### src/hdl/matrix_inverse_4x4_unit_macros.svh
// Assertion helpers for the 4x4 matrix inverse unit.
`ifndef MATRIX_INVERSE_4X4_UNIT_MACROS_SVH
`define MATRIX_INVERSE_4X4_UNIT_MACROS_SVH

`ifndef NO_ASSERTIONS
`define MINV_ASSERT(label, clk, rst_n, prop) \
  label: assert property (@(posedge clk) disable iff (!rst_n) prop) \
    else $error("minv: property violated");
`define MINV_ASSERT_NEVER(label, clk, rst_n, cond) \
  label: assert property (@(posedge clk) disable iff (!rst_n) !(cond)) \
    else $error("minv: forbidden condition seen");
`else
`define MINV_ASSERT(label, clk, rst_n, prop)
`define MINV_ASSERT_NEVER(label, clk, rst_n, cond)
`endif

`endif

### src/hdl/minv_pkg.sv
`default_nettype none

package minv_pkg;

  localparam int unsigned ElemW    = 32;
  localparam int unsigned FracBits = 16;
  localparam int unsigned OpndW    = ElemW + 1;
  localparam int unsigned ProdW    = 2 * OpndW;
  localparam int unsigned AccW     = ElemW + 4;
  localparam int unsigned DivW     = 2 * FracBits + 2;
  localparam int unsigned DivCntW  = $clog2(DivW + 1);

  typedef enum logic [3:0] {
    ST_IDLE,
    ST_CLEAR,
    ST_ISSUE,
    ST_WAIT,
    ST_COF_WR,
    ST_DET_WR,
    ST_DIV_START,
    ST_DIV_WAIT,
    ST_OUT
  } state_e;

  typedef enum logic [1:0] {
    PH_MINOR,
    PH_DET,
    PH_INV
  } phase_e;

  typedef enum logic [1:0] {
    OPA_MAT,
    OPA_TMP,
    OPA_COF
  } opa_sel_e;

  typedef enum logic [1:0] {
    OPB_MAT,
    OPB_COF,
    OPB_RECIP
  } opb_sel_e;

  typedef enum logic [1:0] {
    DST_TMP,
    DST_ADD,
    DST_SUB,
    DST_OUT
  } dest_e;

  typedef struct packed {
    logic       issue;
    opa_sel_e   opa;
    opb_sel_e   opb;
    dest_e      dest;
    logic [3:0] mat_addr0;
    logic [3:0] mat_addr1;
    logic [3:0] cof_addr;
    logic [1:0] slot;
    logic       acc_clr;
    logic       cof_wr;
    logic       cof_neg;
    logic       det_wr;
    logic       div_start;
    logic       load;
    logic [1:0] load_col;
  } cmd_t;

  typedef struct packed {
    logic pipe_busy;
    logic div_busy;
  } sts_t;

  // Element positions of the six Sarrus triple products, {third, second, first}.
  function automatic logic [2:0][3:0] term_ks(input logic [2:0] t);
    logic [2:0][3:0] ks;
    unique case (t)
      3'd0:    ks = {4'd8, 4'd4, 4'd0};
      3'd1:    ks = {4'd6, 4'd5, 4'd1};
      3'd2:    ks = {4'd7, 4'd3, 4'd2};
      3'd3:    ks = {4'd2, 4'd4, 4'd6};
      3'd4:    ks = {4'd0, 4'd5, 4'd7};
      3'd5:    ks = {4'd1, 4'd3, 4'd8};
      default: ks = {4'd0, 4'd0, 4'd0};
    endcase
    return ks;
  endfunction

  // Matrix address {col,row} of element k of the 3x3 minor without row dr, column dc.
  function automatic logic [3:0] elem_addr(input logic [1:0] dr, input logic [1:0] dc,
                                           input logic [3:0] k);
    logic [1:0] i;
    logic [1:0] j;
    logic [1:0] row;
    logic [1:0] col;
    unique case (k)
      4'd0:    begin i = 2'd0; j = 2'd0; end
      4'd1:    begin i = 2'd0; j = 2'd1; end
      4'd2:    begin i = 2'd0; j = 2'd2; end
      4'd3:    begin i = 2'd1; j = 2'd0; end
      4'd4:    begin i = 2'd1; j = 2'd1; end
      4'd5:    begin i = 2'd1; j = 2'd2; end
      4'd6:    begin i = 2'd2; j = 2'd0; end
      4'd7:    begin i = 2'd2; j = 2'd1; end
      4'd8:    begin i = 2'd2; j = 2'd2; end
      default: begin i = 2'd0; j = 2'd0; end
    endcase
    row = (i >= dr) ? i + 2'd1 : i;
    col = (j >= dc) ? j + 2'd1 : j;
    return {col, row};
  endfunction

  // Saturate the accumulator to the element range.
  function automatic logic [ElemW-1:0] sat_acc(input logic [AccW-1:0] v);
    logic [AccW-ElemW:0] top;
    logic [ElemW-1:0]    res;
    top = v[AccW-1:ElemW-1];
    if ((&top) || !(|top)) begin
      res = v[ElemW-1:0];
    end else if (v[AccW-1]) begin
      res = {1'b1, {(ElemW-1){1'b0}}};
    end else begin
      res = {1'b0, {(ElemW-1){1'b1}}};
    end
    return res;
  endfunction

endpackage

`default_nettype wire

### src/hdl/minv_ctrl.sv
`default_nettype none

module minv_ctrl
  import minv_pkg::*;
(
  input  logic       clk_i,
  input  logic       rst_ni,
  input  logic       in_valid_i,
  output logic       in_stall_o,
  output logic       out_valid_o,
  input  logic       out_stall_i,
  output logic [1:0] column_number_o,
  output logic       last_column_o,
  input  sts_t       sts_i,
  output cmd_t       cmd_o
);

  state_e     state_q, state_d;
  phase_e     phase_q, phase_d;
  logic [3:0] m_q, m_d;
  logic [2:0] t_q, t_d;
  logic       half_q, half_d;
  logic [1:0] r_q, r_d;
  logic [1:0] c_q, c_d;
  logic [1:0] load_q, load_d;
  logic [2:0][3:0] ks;

  always_ff @(posedge clk_i or negedge rst_ni) begin
    if (!rst_ni) begin
      state_q <= ST_IDLE;
      phase_q <= PH_MINOR;
      m_q     <= '0;
      t_q     <= '0;
      half_q  <= 1'b0;
      r_q     <= '0;
      c_q     <= '0;
      load_q  <= '0;
    end else begin
      state_q <= state_d;
      phase_q <= phase_d;
      m_q     <= m_d;
      t_q     <= t_d;
      half_q  <= half_d;
      r_q     <= r_d;
      c_q     <= c_d;
      load_q  <= load_d;
    end
  end

  always_comb begin
    state_d = state_q;
    phase_d = phase_q;
    m_d     = m_q;
    t_d     = t_q;
    half_d  = half_q;
    r_d     = r_q;
    c_d     = c_q;
    load_d  = load_q;
    cmd_o   = '0;
    ks      = term_ks(t_q);
    unique case (state_q)
      ST_IDLE: begin
        if (in_valid_i) begin
          cmd_o.load     = 1'b1;
          cmd_o.load_col = load_q;
          load_d         = load_q + 2'd1;
          if (load_q == 2'd3) begin
            state_d = ST_CLEAR;
            phase_d = PH_MINOR;
            m_d     = '0;
          end
        end
      end
      ST_CLEAR: begin
        cmd_o.acc_clr = 1'b1;
        t_d           = '0;
        half_d        = 1'b0;
        r_d           = '0;
        state_d       = ST_ISSUE;
      end
      ST_ISSUE: begin
        cmd_o.issue = 1'b1;
        state_d     = ST_WAIT;
        unique case (phase_q)
          PH_MINOR: begin
            // first pass forms a*b, second scales it by c and accumulates
            if (!half_q) begin
              cmd_o.opa       = OPA_MAT;
              cmd_o.opb       = OPB_MAT;
              cmd_o.mat_addr0 = elem_addr(m_q[3:2], m_q[1:0], ks[0]);
              cmd_o.mat_addr1 = elem_addr(m_q[3:2], m_q[1:0], ks[1]);
              cmd_o.dest      = DST_TMP;
            end else begin
              cmd_o.opa       = OPA_TMP;
              cmd_o.opb       = OPB_MAT;
              cmd_o.mat_addr1 = elem_addr(m_q[3:2], m_q[1:0], ks[2]);
              cmd_o.dest      = (t_q >= 3'd3) ? DST_SUB : DST_ADD;
            end
          end
          PH_DET: begin
            cmd_o.opa       = OPA_MAT;
            cmd_o.opb       = OPB_COF;
            cmd_o.mat_addr0 = {2'd0, r_q};
            cmd_o.cof_addr  = {r_q, 2'd0};
            cmd_o.dest      = DST_ADD;
          end
          PH_INV: begin
            cmd_o.opa      = OPA_COF;
            cmd_o.opb      = OPB_RECIP;
            cmd_o.cof_addr = {c_q, r_q};
            cmd_o.dest     = DST_OUT;
            cmd_o.slot     = r_q;
          end
          default: state_d = ST_IDLE;
        endcase
      end
      ST_WAIT: begin
        if (!sts_i.pipe_busy) begin
          unique case (phase_q)
            PH_MINOR: begin
              if (!half_q) begin
                half_d  = 1'b1;
                state_d = ST_ISSUE;
              end else begin
                half_d = 1'b0;
                if (t_q == 3'd5) begin
                  state_d = ST_COF_WR;
                end else begin
                  t_d     = t_q + 3'd1;
                  state_d = ST_ISSUE;
                end
              end
            end
            PH_DET: begin
              if (r_q == 2'd3) begin
                state_d = ST_DET_WR;
              end else begin
                r_d     = r_q + 2'd1;
                state_d = ST_ISSUE;
              end
            end
            PH_INV: begin
              if (r_q == 2'd3) begin
                state_d = ST_OUT;
              end else begin
                r_d     = r_q + 2'd1;
                state_d = ST_ISSUE;
              end
            end
            default: state_d = ST_IDLE;
          endcase
        end
      end
      ST_COF_WR: begin
        cmd_o.cof_wr   = 1'b1;
        cmd_o.cof_addr = m_q;
        cmd_o.cof_neg  = m_q[2] ^ m_q[0];
        m_d            = m_q + 4'd1;
        state_d        = ST_CLEAR;
        if (m_q == 4'd15) begin
          phase_d = PH_DET;
        end
      end
      ST_DET_WR: begin
        cmd_o.det_wr = 1'b1;
        state_d      = ST_DIV_START;
      end
      ST_DIV_START: begin
        cmd_o.div_start = 1'b1;
        state_d         = ST_DIV_WAIT;
      end
      ST_DIV_WAIT: begin
        if (!sts_i.div_busy) begin
          phase_d = PH_INV;
          c_d     = '0;
          r_d     = '0;
          state_d = ST_ISSUE;
        end
      end
      ST_OUT: begin
        if (!out_stall_i) begin
          if (c_q == 2'd3) begin
            state_d = ST_IDLE;
          end else begin
            c_d     = c_q + 2'd1;
            r_d     = '0;
            state_d = ST_ISSUE;
          end
        end
      end
      default: state_d = ST_IDLE;
    endcase
  end

  assign in_stall_o      = (state_q != ST_IDLE);
  assign out_valid_o     = (state_q == ST_OUT);
  assign column_number_o = c_q;
  assign last_column_o   = (c_q == 2'd3);

endmodule

`default_nettype wire

### config.mk
export PLATFORM = sky130hd
export DESIGN_NAME = minv_ctrl
export DESIGN_NICKNAME = d
export VERILOG_FILES = /design/src/hdl/matrix_inverse_4x4_unit_macros.svh /design/src/hdl/minv_pkg.sv /design/src/hdl/minv_ctrl.sv
export SDC_FILE = /design/constraint.sdc
export NUM_CORES = 1
export LEC_CHECK = 0
export BUFFER_PORTS_ARGS = -buffer_cell sky130_fd_sc_hd__buf_2
export CELL_PAD_IN_SITES_DETAIL_PLACEMENT = 0
export CELL_PAD_IN_SITES_GLOBAL_PLACEMENT = 2
export CORE_MARGIN = 2
export CORE_UTILIZATION = 31
export CTS_BUF_LIST = sky130_fd_sc_hd__clkbuf_4
export DETAILED_ROUTE_END_ITERATION = 10
export GPL_TIMING_DRIVEN = 0
export PLACE_DENSITY_LB_ADDON = 0.1
export REMOVE_ABC_BUFFERS = 1
export SETUP_SLACK_MARGIN = 0.15
export SLEW_MARGIN = 40
export SYNTH_ARGS = -nofsm -noshare
export SYNTH_HDL_FRONTEND = slang
export SYNTH_SLANG_ARGS = --single-unit
### constraint.sdc
create_clock -name clk_i -period 4.75 [get_ports clk_i]
set_input_delay 0.475 -clock clk_i [delete_from_list [all_inputs] [get_ports clk_i]]
set_output_delay 0.475 -clock clk_i [all_outputs]
set_load 0.05 [all_outputs]
==> impl_metrics.toml <==
[worst_setup_path]
cp_max_fo = 10
cp-start-kind = "flop"
required_ns = 4.28
critPathArrivalTime_ns = 3.83
end_kind = "output pin"
path_class = "reg2out"

[timing]
slew_violations = 0
maxSlewHeadroom_pct = 51.4
rsz0062_at_grt = "false"
setup_viol = 0
period_minus_slack_ns = 4.31
whs_ns = 0.112
hold_viol = 0
worstMarginPinSlew_ns = 0.709
period_share_pct = 90.6
fin_skew_ns = 0.00195
fmax_ghz = 0.232
setup-tns-final_ns = 0

[grt]
grtUsageTotal_pct = 15.5
grt_pass1_wl_um = 10700
first_global_vias = 2144
grt_max_degree = 21
overflow = 0
antenna_found_initial = 0

[run_status]
status = "completed"

[drt]
drt-initial-drc-count = 93
dr_total_vias = 2167
drc = 0
wirelength_um = 6450
firstDrtPassIters = 4
wl_per_cell_um = 14.8
ant_nets = 0
vias_per_cell = 4.98

[synthesis]
synth_top_cell_area_share_pct = 20.7
ys_top_cells_by_area = "dfrtp_1, ha_1, nor2_1"
synth.most_common_cell = "ha_1"
synth_edf_count = 0
synth-seq-area-share_pct = 20.7
synth_top_flop_cell = "dfrtp_1"
synth_cell_types = 55
yosysWarnings = 0
ys_ff_latch = 20
synth_cells = 304
synthTopCellsByCount = "ha_1, nor2_1, nand2_1, inv_1, dfrtp_1"
synth_top_cell_by_area = "dfrtp_1"
async_flop_share_pct = 100
synth.avg_cell_area_um2 = 7.94
syn_area_um2 = 2410

[cts]
clock-sinks = 20
cts_max_path_buffers = 2
h-tree-depth = 1
cts_tree = "yes"
hold_buffers = 0
post-cts-setup-buffers = 0
cts_made_buffers = 3
cts-root-buf = "clkbuf_4"
clkLatencyLatePin_ns = 0.30
clk_pin_slew_ns = 0.11
ctsResizeCount = 0

[finish]
drive_gt1_share_pct = 16.8
syn2layout_area_growth_pct = 11.9
nNetsFinal = 378
insertedDiodeCount = 0
final_cells = 435
post-route-util_pct = 35.3

[run]
drv_cap = 0

[floorplanning]
fp-row-count = 32
dieHeight_um = 92.2
die-area_um2 = 8500
die_x_um = 92.2
core-area_um2 = 7650
start_util_pct = 31.5
num_io_pins = 40

[place]
dpl.cell_count = 432
dpl.hpwl_um = 5050
routabilityCongestion = 0.757
portBuffers = 39

[power_and_ir_drop]
peakVddDrop_v = 0.000215
power_density_nw_per_um2 = 409
cellLeakagePower_uw = 0.00135

[min_path]
hp-class = "in2async"
[worst paths after layout]
kind | slack (ns) | depth (start not counted) | endpoint | from
max | 0.44 | 14 | cmd_o[17] | t_q[1]
min | 0.11 | 1 | load_q[0] | rst_ni
max reg2reg | 2.44 | 5 | phase_q[1] | state_q[1]
min reg2reg | 0.51 | 1 | load_q[0] | load_q[0]
max in group asynchronous | 4.31 | 1 | r_q[0] | rst_ni
min in group clk_i | 0.46 | 3 | state_q[3] | out_stall_i
[cell type report]
| type | count | area (µm²) |
|---|---|---|
| clock buffer | 3 | 22.5 |
| fill | 863 | 4950 |
| sequential | 20 | 500 |
| tap | 102 | 128 |
| multi-input combinational | 246 | 1750 |
| inverter | 25 | 98.8 |
| timing repair buffer | 39 | 198 |
[stage by stage]
step / worst slack (ns) / area [µm²] / power (µW)
after floorplan: 0.398 / 2340 / 853
after global placement: 0.518 / 2670 / 1030
after detailed placement: 0.503 / 2670 / 1030
after CTS: 0.165 / 2690 / 1120
after global routing: 0.170 / 2700 / 1220
final: 0.445 / 2700 / 1100
[registers in the layout, summed over array words and instances, names as in the netlist]
register / cells
load_q: 2
t_q: 3
column_number_o: 2
phase_q: 2
r_q: 2
half_q: 1
state_q: 4
m_q: 4
[logic make-up after synthesis]
group                    Yosys count  share of synthesized area [%]
AO/OA/AOI/OAI                     73                           19.8
buffers and inverters             38                           6.90
adder cells (fa/ha/maj)           37                           19.2
multiplexers                      11                           4.93
flip-flops                        20                           20.7
XOR/XNOR                          12                           4.36
AND/OR/NAND/NOR                  113                           24.1
[layer usage]
metal  vias up  global-route usage, %  part of all wire (%)
met5         -                      0                     0
met4         0                  0.746                     0
met3         0                   2.38                   3.9
met2        42                   23.4                    41
met1       994                   24.2                    55
li1       1131                      -                     -
[power breakdown]
group	switching [µW]	internal [µW]
combinational	493	265
clock	51.5	29.6
sequential	64.6	199
[placed cells by master (no fill, tap or decap), types with 2 or more instances in the layout]
cell type	synthesis	layout
mux2i_1	7	7
ha_1	37	37
mux2_2	3	3
a31oi_1	6	6
and3_1	5	5
o211ai_1	3	3
or3_1	4	4
a21oi_1	16	16
nor2_1	32	31
nand2b_1	11	11
xnor2_1	11	11
buf_2	3	38
a21o_1	2	2
o2bb2ai_1	2	2
inv_2	2	2
o21ai_0	16	16
and2_1	6	6
dfrtp_1	20	20
a21boi_0	3	3
o31ai_1	4	4
nor3_1	7	7
nand3_1	6	6
inv_1	21	21
o22ai_1	8	8
nand2_1	27	27
clkbuf_4	0	4
a22oi_1	2	2
nor4b_1	3	3
nor3b_1	2	2
[critical path: stages (launching register included)]
cell and delay (ns):
dfrtp_1 0.47, inv_1 0.11, ha_1 0.36, and2_1 0.39
nor2_4 0.10, inv_1 0.16, ha_1 0.25, mux2i_1 0.21
ha_1 0.26, nand2b_1 0.14, a21oi_1 0.27, a21oi_1 0.11
a311o_1 0.35, o21ai_0 0.08, clkbuf_4 0.26
No activity file was read; power rests on OpenSTA's default activity.
