==> src/hdl/matrix_inverse_4x4_unit_macros.svh <==
// Assertion helpers for the 4x4 matrix inverse unit.
`ifndef MATRIX_INVERSE_4X4_UNIT_MACROS_SVH
`define MATRIX_INVERSE_4X4_UNIT_MACROS_SVH

`ifndef NO_ASSERTIONS
`define MINV_ASSERT(label, clk, rst_n, prop) \
  label: assert property (@(posedge clk) disable iff (!rst_n) prop) \
    else $error("minv: property violated");
`define MINV_ASSERT_NEVER(label, clk, rst_n, cond) \
  label: assert property (@(posedge clk) disable iff (!rst_n) !(cond)) \
    else $error("minv: forbidden condition seen");
`else
`define MINV_ASSERT(label, clk, rst_n, prop)
`define MINV_ASSERT_NEVER(label, clk, rst_n, cond)
`endif

`endif

==> src/hdl/minv_pkg.sv <==
`default_nettype none

package minv_pkg;

  localparam int unsigned ElemW    = 32;
  localparam int unsigned FracBits = 16;
  localparam int unsigned OpndW    = ElemW + 1;
  localparam int unsigned ProdW    = 2 * OpndW;
  localparam int unsigned AccW     = ElemW + 4;
  localparam int unsigned DivW     = 2 * FracBits + 2;
  localparam int unsigned DivCntW  = $clog2(DivW + 1);

  typedef enum logic [3:0] {
    ST_IDLE,
    ST_CLEAR,
    ST_ISSUE,
    ST_WAIT,
    ST_COF_WR,
    ST_DET_WR,
    ST_DIV_START,
    ST_DIV_WAIT,
    ST_OUT
  } state_e;

  typedef enum logic [1:0] {
    PH_MINOR,
    PH_DET,
    PH_INV
  } phase_e;

  typedef enum logic [1:0] {
    OPA_MAT,
    OPA_TMP,
    OPA_COF
  } opa_sel_e;

  typedef enum logic [1:0] {
    OPB_MAT,
    OPB_COF,
    OPB_RECIP
  } opb_sel_e;

  typedef enum logic [1:0] {
    DST_TMP,
    DST_ADD,
    DST_SUB,
    DST_OUT
  } dest_e;

  typedef struct packed {
    logic       issue;
    opa_sel_e   opa;
    opb_sel_e   opb;
    dest_e      dest;
    logic [3:0] mat_addr0;
    logic [3:0] mat_addr1;
    logic [3:0] cof_addr;
    logic [1:0] slot;
    logic       acc_clr;
    logic       cof_wr;
    logic       cof_neg;
    logic       det_wr;
    logic       div_start;
    logic       load;
    logic [1:0] load_col;
  } cmd_t;

  typedef struct packed {
    logic pipe_busy;
    logic div_busy;
  } sts_t;

  // Element positions of the six Sarrus triple products, {third, second, first}.
  function automatic logic [2:0][3:0] term_ks(input logic [2:0] t);
    logic [2:0][3:0] ks;
    unique case (t)
      3'd0:    ks = {4'd8, 4'd4, 4'd0};
      3'd1:    ks = {4'd6, 4'd5, 4'd1};
      3'd2:    ks = {4'd7, 4'd3, 4'd2};
      3'd3:    ks = {4'd2, 4'd4, 4'd6};
      3'd4:    ks = {4'd0, 4'd5, 4'd7};
      3'd5:    ks = {4'd1, 4'd3, 4'd8};
      default: ks = {4'd0, 4'd0, 4'd0};
    endcase
    return ks;
  endfunction

  // Matrix address {col,row} of element k of the 3x3 minor without row dr, column dc.
  function automatic logic [3:0] elem_addr(input logic [1:0] dr, input logic [1:0] dc,
                                           input logic [3:0] k);
    logic [1:0] i;
    logic [1:0] j;
    logic [1:0] row;
    logic [1:0] col;
    unique case (k)
      4'd0:    begin i = 2'd0; j = 2'd0; end
      4'd1:    begin i = 2'd0; j = 2'd1; end
      4'd2:    begin i = 2'd0; j = 2'd2; end
      4'd3:    begin i = 2'd1; j = 2'd0; end
      4'd4:    begin i = 2'd1; j = 2'd1; end
      4'd5:    begin i = 2'd1; j = 2'd2; end
      4'd6:    begin i = 2'd2; j = 2'd0; end
      4'd7:    begin i = 2'd2; j = 2'd1; end
      4'd8:    begin i = 2'd2; j = 2'd2; end
      default: begin i = 2'd0; j = 2'd0; end
    endcase
    row = (i >= dr) ? i + 2'd1 : i;
    col = (j >= dc) ? j + 2'd1 : j;
    return {col, row};
  endfunction

  // Saturate the accumulator to the element range.
  function automatic logic [ElemW-1:0] sat_acc(input logic [AccW-1:0] v);
    logic [AccW-ElemW:0] top;
    logic [ElemW-1:0]    res;
    top = v[AccW-1:ElemW-1];
    if ((&top) || !(|top)) begin
      res = v[ElemW-1:0];
    end else if (v[AccW-1]) begin
      res = {1'b1, {(ElemW-1){1'b0}}};
    end else begin
      res = {1'b0, {(ElemW-1){1'b1}}};
    end
    return res;
  endfunction

endpackage

`default_nettype wire

==> src/hdl/minv_dp.sv <==
`default_nettype none

module minv_dp
  import minv_pkg::*;
(
  input  logic             clk_i,
  input  logic             rst_ni,
  input  cmd_t             cmd_i,
  output sts_t             sts_o,
  input  logic [ElemW-1:0] elem_x_i,
  input  logic [ElemW-1:0] elem_y_i,
  input  logic [ElemW-1:0] elem_z_i,
  input  logic [ElemW-1:0] elem_w_i,
  output logic [ElemW-1:0] inv_x_o,
  output logic [ElemW-1:0] inv_y_o,
  output logic [ElemW-1:0] inv_z_o,
  output logic [ElemW-1:0] inv_w_o,
  output logic [ElemW-1:0] det_value_o,
  output logic             singular_o
);

  localparam logic [ElemW-1:0] MaxVal = {1'b0, {(ElemW-1){1'b1}}};
  localparam logic [ElemW-1:0] MinVal = {1'b1, {(ElemW-1){1'b0}}};

  // matrix rows are columns of the loaded matrix, cofactors at {row,col}
  logic [3:0][ElemW-1:0] mat_mem [4];
  logic [OpndW-1:0]      cof_mem [16];

  logic [3:0][ElemW-1:0] mat_row0_q, mat_row1_q;
  logic [1:0]            sel0_q, sel1_q;
  logic [OpndW-1:0]      cof_rd_q;

  logic       v1_q, v2_q, v3_q, v4_q;
  opa_sel_e   opa1_q;
  opb_sel_e   opb1_q;
  dest_e      dest1_q, dest2_q, dest3_q, dest4_q;
  logic [1:0] slot1_q, slot2_q, slot3_q, slot4_q;

  logic signed [OpndW-1:0] opa, opb;
  logic [OpndW-1:0]        mag_a_q, mag_b_q;
  logic                    neg2_q, neg3_q;
  logic [ProdW-1:0]        prod_q;
  logic [ProdW:0]          prod_rnd;
  logic [ProdW-FracBits:0] q_rnd;
  logic [ElemW-1:0]        res_d, res_q;

  logic [ElemW-1:0]      tmp_q;
  logic [AccW-1:0]       acc_q;
  logic [ElemW-1:0]      det_q;
  logic [ElemW-1:0]      recip_q;
  logic [3:0][ElemW-1:0] outbuf_q;
  logic [ElemW-1:0]      minor;
  logic [OpndW-1:0]      minor_ext;
  logic [AccW-1:0]       res_ext;

  logic                 div_busy_q;
  logic [DivCntW-1:0]   div_cnt_q;
  logic [DivW-1:0]      div_num_q;
  logic [ElemW-1:0]     div_rem_q;
  logic [ElemW-1:0]     div_d_q;
  logic [ElemW-1:0]     det_mag;
  logic [ElemW:0]       div_trial;
  logic                 div_ge;
  logic [ElemW-1:0]     recip_d;

  // storage
  always_ff @(posedge clk_i) begin
    if (cmd_i.load) begin
      mat_mem[cmd_i.load_col] <= {elem_w_i, elem_z_i, elem_y_i, elem_x_i};
    end
    if (cmd_i.cof_wr) begin
      cof_mem[cmd_i.cof_addr] <= cmd_i.cof_neg ? -minor_ext : minor_ext;
    end
    mat_row0_q <= mat_mem[cmd_i.mat_addr0[3:2]];
    mat_row1_q <= mat_mem[cmd_i.mat_addr1[3:2]];
    sel0_q     <= cmd_i.mat_addr0[1:0];
    sel1_q     <= cmd_i.mat_addr1[1:0];
    cof_rd_q   <= cof_mem[cmd_i.cof_addr];
  end

  assign minor     = sat_acc(acc_q);
  assign minor_ext = {minor[ElemW-1], minor};

  // multiply pipeline: read, operands, product, rounding, write back
  always_ff @(posedge clk_i or negedge rst_ni) begin
    if (!rst_ni) begin
      v1_q <= 1'b0;
      v2_q <= 1'b0;
      v3_q <= 1'b0;
      v4_q <= 1'b0;
    end else begin
      v1_q <= cmd_i.issue;
      v2_q <= v1_q;
      v3_q <= v2_q;
      v4_q <= v3_q;
    end
  end

  always_comb begin
    unique case (opa1_q)
      OPA_MAT: opa = $signed({mat_row0_q[sel0_q][ElemW-1], mat_row0_q[sel0_q]});
      OPA_TMP: opa = $signed({tmp_q[ElemW-1], tmp_q});
      OPA_COF: opa = $signed(cof_rd_q);
      default: opa = '0;
    endcase
    unique case (opb1_q)
      OPB_MAT:   opb = $signed({mat_row1_q[sel1_q][ElemW-1], mat_row1_q[sel1_q]});
      OPB_COF:   opb = $signed(cof_rd_q);
      OPB_RECIP: opb = $signed({recip_q[ElemW-1], recip_q});
      default:   opb = '0;
    endcase
  end

  assign prod_rnd = {1'b0, prod_q} + ((ProdW+1)'(1) << (FracBits - 1));
  assign q_rnd    = prod_rnd[ProdW:FracBits];

  always_comb begin
    if (|q_rnd[ProdW-FracBits:ElemW-1]) begin
      res_d = neg3_q ? MinVal : MaxVal;
    end else begin
      res_d = neg3_q ? -q_rnd[ElemW-1:0] : q_rnd[ElemW-1:0];
    end
  end

  assign res_ext = {{(AccW-ElemW){res_q[ElemW-1]}}, res_q};

  always_ff @(posedge clk_i) begin
    opa1_q  <= cmd_i.opa;
    opb1_q  <= cmd_i.opb;
    dest1_q <= cmd_i.dest;
    slot1_q <= cmd_i.slot;
    mag_a_q <= opa[OpndW-1] ? OpndW'(-opa) : OpndW'(opa);
    mag_b_q <= opb[OpndW-1] ? OpndW'(-opb) : OpndW'(opb);
    neg2_q  <= opa[OpndW-1] ^ opb[OpndW-1];
    dest2_q <= dest1_q;
    slot2_q <= slot1_q;
    prod_q  <= mag_a_q * mag_b_q;
    neg3_q  <= neg2_q;
    dest3_q <= dest2_q;
    slot3_q <= slot2_q;
    res_q   <= res_d;
    dest4_q <= dest3_q;
    slot4_q <= slot3_q;
    if (cmd_i.acc_clr) begin
      acc_q <= '0;
    end else if (v4_q && dest4_q == DST_ADD) begin
      acc_q <= acc_q + res_ext;
    end else if (v4_q && dest4_q == DST_SUB) begin
      acc_q <= acc_q - res_ext;
    end
    if (v4_q && dest4_q == DST_TMP) begin
      tmp_q <= res_q;
    end
    if (v4_q && dest4_q == DST_OUT) begin
      outbuf_q[slot4_q] <= res_q;
    end
    if (cmd_i.det_wr) begin
      det_q <= minor;
    end
  end

  // reciprocal: restoring division of 2^(2F) + |det|/2 by |det|, one bit a cycle
  assign det_mag   = det_q[ElemW-1] ? -det_q : det_q;
  assign div_trial = {div_rem_q, div_num_q[DivW-1]};
  assign div_ge    = (div_trial >= {1'b0, div_d_q});

  always_comb begin
    if (det_q == '0) begin
      recip_d = '0;
    end else if (|div_num_q[DivW-1:ElemW-1]) begin
      recip_d = det_q[ElemW-1] ? MinVal : MaxVal;
    end else begin
      recip_d = det_q[ElemW-1] ? -div_num_q[ElemW-1:0] : div_num_q[ElemW-1:0];
    end
  end

  always_ff @(posedge clk_i or negedge rst_ni) begin
    if (!rst_ni) begin
      div_busy_q <= 1'b0;
      div_cnt_q  <= '0;
    end else if (cmd_i.div_start) begin
      div_busy_q <= 1'b1;
      div_cnt_q  <= DivCntW'(DivW);
    end else if (div_busy_q) begin
      if (div_cnt_q != '0) begin
        div_cnt_q <= div_cnt_q - 1'b1;
      end else begin
        div_busy_q <= 1'b0;
      end
    end
  end

  always_ff @(posedge clk_i) begin
    if (cmd_i.div_start) begin
      div_num_q <= (DivW'(1) << (2 * FracBits)) + DivW'(det_mag >> 1);
      div_rem_q <= '0;
      div_d_q   <= det_mag;
    end else if (div_busy_q) begin
      if (div_cnt_q != '0) begin
        div_rem_q <= div_ge ? ElemW'(div_trial - {1'b0, div_d_q}) : ElemW'(div_trial);
        div_num_q <= {div_num_q[DivW-2:0], div_ge};
      end else begin
        recip_q <= recip_d;
      end
    end
  end

  assign sts_o.pipe_busy = v1_q | v2_q | v3_q | v4_q;
  assign sts_o.div_busy  = div_busy_q;

  assign inv_x_o     = outbuf_q[0];
  assign inv_y_o     = outbuf_q[1];
  assign inv_z_o     = outbuf_q[2];
  assign inv_w_o     = outbuf_q[3];
  assign det_value_o = det_q;
  assign singular_o  = (det_q == '0);

endmodule

`default_nettype wire

==> config.mk <==
export PLATFORM = sky130hd
export DESIGN_NAME = minv_dp
export DESIGN_NICKNAME = d
export VERILOG_FILES = /design/src/hdl/matrix_inverse_4x4_unit_macros.svh /design/src/hdl/minv_pkg.sv /design/src/hdl/minv_dp.sv
export SDC_FILE = /design/constraint.sdc
export NUM_CORES = 2
export LEC_CHECK = 0
export ABC_AREA = 1
export BUFFER_PORTS_ARGS = -buffer_cell sky130_fd_sc_hd__buf_2
export CORE_MARGIN = 5
export CORE_UTILIZATION = 45
export DETAILED_ROUTE_END_ITERATION = 12
export PLACE_DENSITY_LB_ADDON = 0.3
export SETUP_SLACK_MARGIN = 0.1
export SYNTH_ARGS = -nofsm -noshare
export SYNTH_HDL_FRONTEND = slang
export SYNTH_SLANG_ARGS = --single-unit
==> constraint.sdc <==
create_clock -name clk_i -period 8.4 [get_ports clk_i]
set_clock_uncertainty 0.15 [all_clocks]
set_input_delay 2.52 -clock clk_i [delete_from_list [all_inputs] [get_ports clk_i]]
set_output_delay 2.52 -clock clk_i [all_outputs]
set_load 0.005 [all_outputs]
==> key figures <==
Flow run
  – Max_cap viols: 0

Clocking
  – H-tree levels: 4
  – CTS resizes: 0
  – Post-CTS setup buffer count: 0
  – Total CTS buffers: around 190
  – Clock latency on the worst-skew pair: 0.86 ns
  – Clock root cell: clkbuf_16
  – Clock sinks: about 1900
  – CTS tree: done
  – CTS Hold Bufs: 0
  – Clock Tree Buf Depth: 3
  – Clock transition at path regs: approximately 0.070 ns

Cells and area
  – Seq. cell area: just over 50000 sq um
  – Area Overhead vs Synth: 10.2%
  – Nets: 14200
  – Fillers: 23900
  – Non-Filler Instances: ~16000
  – Final Cell Area: 128000 sq um
  – Share of layout cells above drive strength 1: 7.03%
  – Multi-input gate area: approximately 55000 sq um

Synthesis
  – Largest area contributor in the netlist: edfxtp_1
  – Syn_area_per_cell: 9.16 sq um
  – Asr flop ratio synth: less than 1%
  – Mapped Nets: around 14000
  – Synth Flop Type: edfxtp_1
  – Register bit total from synthesis: around 1900
  – Library cells used by synthesis: 54
  – Post-synthesis cell area: 116000 sq um
  – Most frequent cell after synthesis: nand2_1
  – Synth cell count leaders: nand2_1, inv_1, edfxtp_1, nor2_1, fa_1
  – Synth top area cells: edfxtp_1, fa_1, dfxtp_1
  – Post-synth EDFFs: between 1000 and 1500
  – Share of the synthesized area in the top cell type: 34.3%
  – Mapped Cells: approximately 13000
  – Seq/Total Area, Yosys: a little over two fifths
  – Total number of yosys warnings: 0

Placed design
  – Placed Cells: ~16000
  – Dpl cell area: around 120000 sq um
  – GPL Wtd Cong: between 0.9 and 1
  – Post-DP HPWL: 259000 um
  – Buffers on Ports: between 300 and 400

STA
  – Slew Limit Fails: 0
  – Setup tns final: 0 ns
  – Slew @ Worst Pin: between 1 and 1.5 ns
  – Final Hold Violating Endpoints: 0
  – Period utilization: 93.1%
  – Slew Limit Headroom: 13.5%
  – Final min period: slightly below 8 ns
  – Final Hold Slack: 0.174 ns
  – RSZ-0062 raised after global routing: no
  – Final setup fails: 0
  – Max Clock Freq: about 0.13 GHz

Detailed routing
  – Routed WL per cell: about 22 um
  – Final antenna-violating net count: 0
  – Post-Route WL: roughly 360000 um
  – Drt pass-1 iters: 8
  – Drt first-iter violations: ~10000
  – DRC violation count after routing: 0
  – Post-DR vias/cell: between 5 and 6
  – DR vias: a little under 90000

Critical path
  – Register-to-register setup slack: between 0.5 and 0.6 ns
  – CP most frequent cell: fa_1
  – Critical Path Max Stage Delay: 1.00 ns
  – Buf+Inv Stages, Crit Path: 6
  – CP max-delay cell: dfxtp_1
  – Largest fanout on the critical path: 21
  – Crit start category: flop
  – Crit end category: flop
  – CP Class: flop to flop
  – Critical path required time: ~9.0 ns
  – Cell family with most CP delay: adder cells
  – Critical path arrival: ~8.4 ns

Global route
  – First-pass GRT wire length: between 500000 and 600000 um
  – Largest net degree at the start of global routing: about 200
  – Vias in the first global route: between 80000 and 90000
  – GRT overflow: 0
  – GRT Util Overall: 26.6%
  – Antenna violations before repair: 55

Floorplanning
  – Initial Utilization: 45.3%
  – I/O pin cnt: 322
  – Core Area: about 260000 sq um
  – Die Ht: approximately 520 um
  – Die ar.: between 200000 and 300000 sq um
  – # rows: ~190
  – Chip Width: 518 um

Min path
  – Hold Crit Class: flop to flop

Run status
  – Run status: finished, final reports clean
-- state kept, by name, summed over array words and instances (netlist names), 33 cells and up --
register / flops
div_num_q: 34
acc_q: 36
mat_mem: 512
mat_row1_q: 128
cof_mem: 528
mag_b_q: 33
cof_rd_q: 33
prod_q: 51
mag_a_q: 33
mat_row0_q: 128
-- path summary, 6_finish.rpt --
check / from / to / depth (start not counted)
min reg2reg: slot3_q[0] / slot4_q[0] / 0
min: slot3_q[0] / slot4_q[0] / 0
max reg2reg: mag_b_q[8] / prod_q[51] / 25
max in group asynchronous: rst_ni / div_cnt_q[1] / 1
min in group asynchronous: rst_ni / div_cnt_q[5] / 1
max: mag_b_q[8] / prod_q[51] / 25
-- stage by stage --
step                utilization (%)  setup WS [ns]
floorplan                         -          0.164
global placement               47.3          0.621
detailed placement             47.3          0.712
CTS                            49.9          0.695
global route                   49.9          0.133
finish                         49.9          0.576
-- cells in the final DEF (no fill, tap or decap), drive strengths merged, types with 81 or more instances in the layout --
cell / Yosys / layout
o21ai: 873 / 873
o22ai: 261 / 261
nor2: 1224 / 1224
edfxtp: 1330 / 1330
fa: 959 / 959
xnor2: 81 / 81
dfxtp: 532 / 532
xor2: 152 / 152
a21oi: 389 / 389
buf: 74 / 508
inv: 2249 / 2257
nand2: 2592 / 2592
nand3: 406 / 406
ha: 338 / 338
clkbuf: 552 / 259
a22oi: 265 / 265
-- routing by layer --
layer | track usage (%) | part of all wire [%]
met5 | 0 | 0.039
met4 | 11.4 | 4.7
met3 | 4.84 | 9.0
met2 | 41.6 | 45
met1 | 36.4 | 41
-- area by class of cell --
cell class / instances / area share (%)
diodes: 31 / 0.0605
clock buffers: 257 / 4.10
clock inverters: 91 / 1.03
inverters: 2253 / 6.62
multi-input cells: 7935 / 42.7
flip-flops and latches: 1873 / 39.7
well taps: 3384 / 3.30
repair buffers: 510 / 2.46
-- cell families after synthesis --
family,count (synthesis),share of synthesized area (%)
buffers and inverters,2879,9.37
AOI/OAI and AO/OA,1939,9.52
and+or+nand+nor,4466,15.5
DFF,1873,43.7
adders and majority gates,1297,20.1
xor gates and xnor gates,233,1.76
-- worst reg2reg max path, cell delays in order (launching register included) --
cell and delay (ns):
dfxtp_1 1.00, buf_4 0.28, nand2_1 0.05, inv_1 0.09, fa_1 0.43, fa_1 0.51, fa_1 0.51, inv_1 0.05
fa_1 0.49, inv_1 0.06, fa_1 0.48, fa_1 0.47, fa_1 0.52, inv_1 0.07, fa_1 0.48, inv_1 0.04
ha_1 0.38, a21o_1 0.25, a31oi_1 0.26, o21ai_0 0.20, a21oi_1 0.30, nor2_1 0.11, a211oi_1 0.30, nand2_1 0.09
nand2_1 0.08, nand2_1 0.05
Power is not shown: default switching activity piles up to over one toggle a cycle in this logic, so the estimate is an artifact.
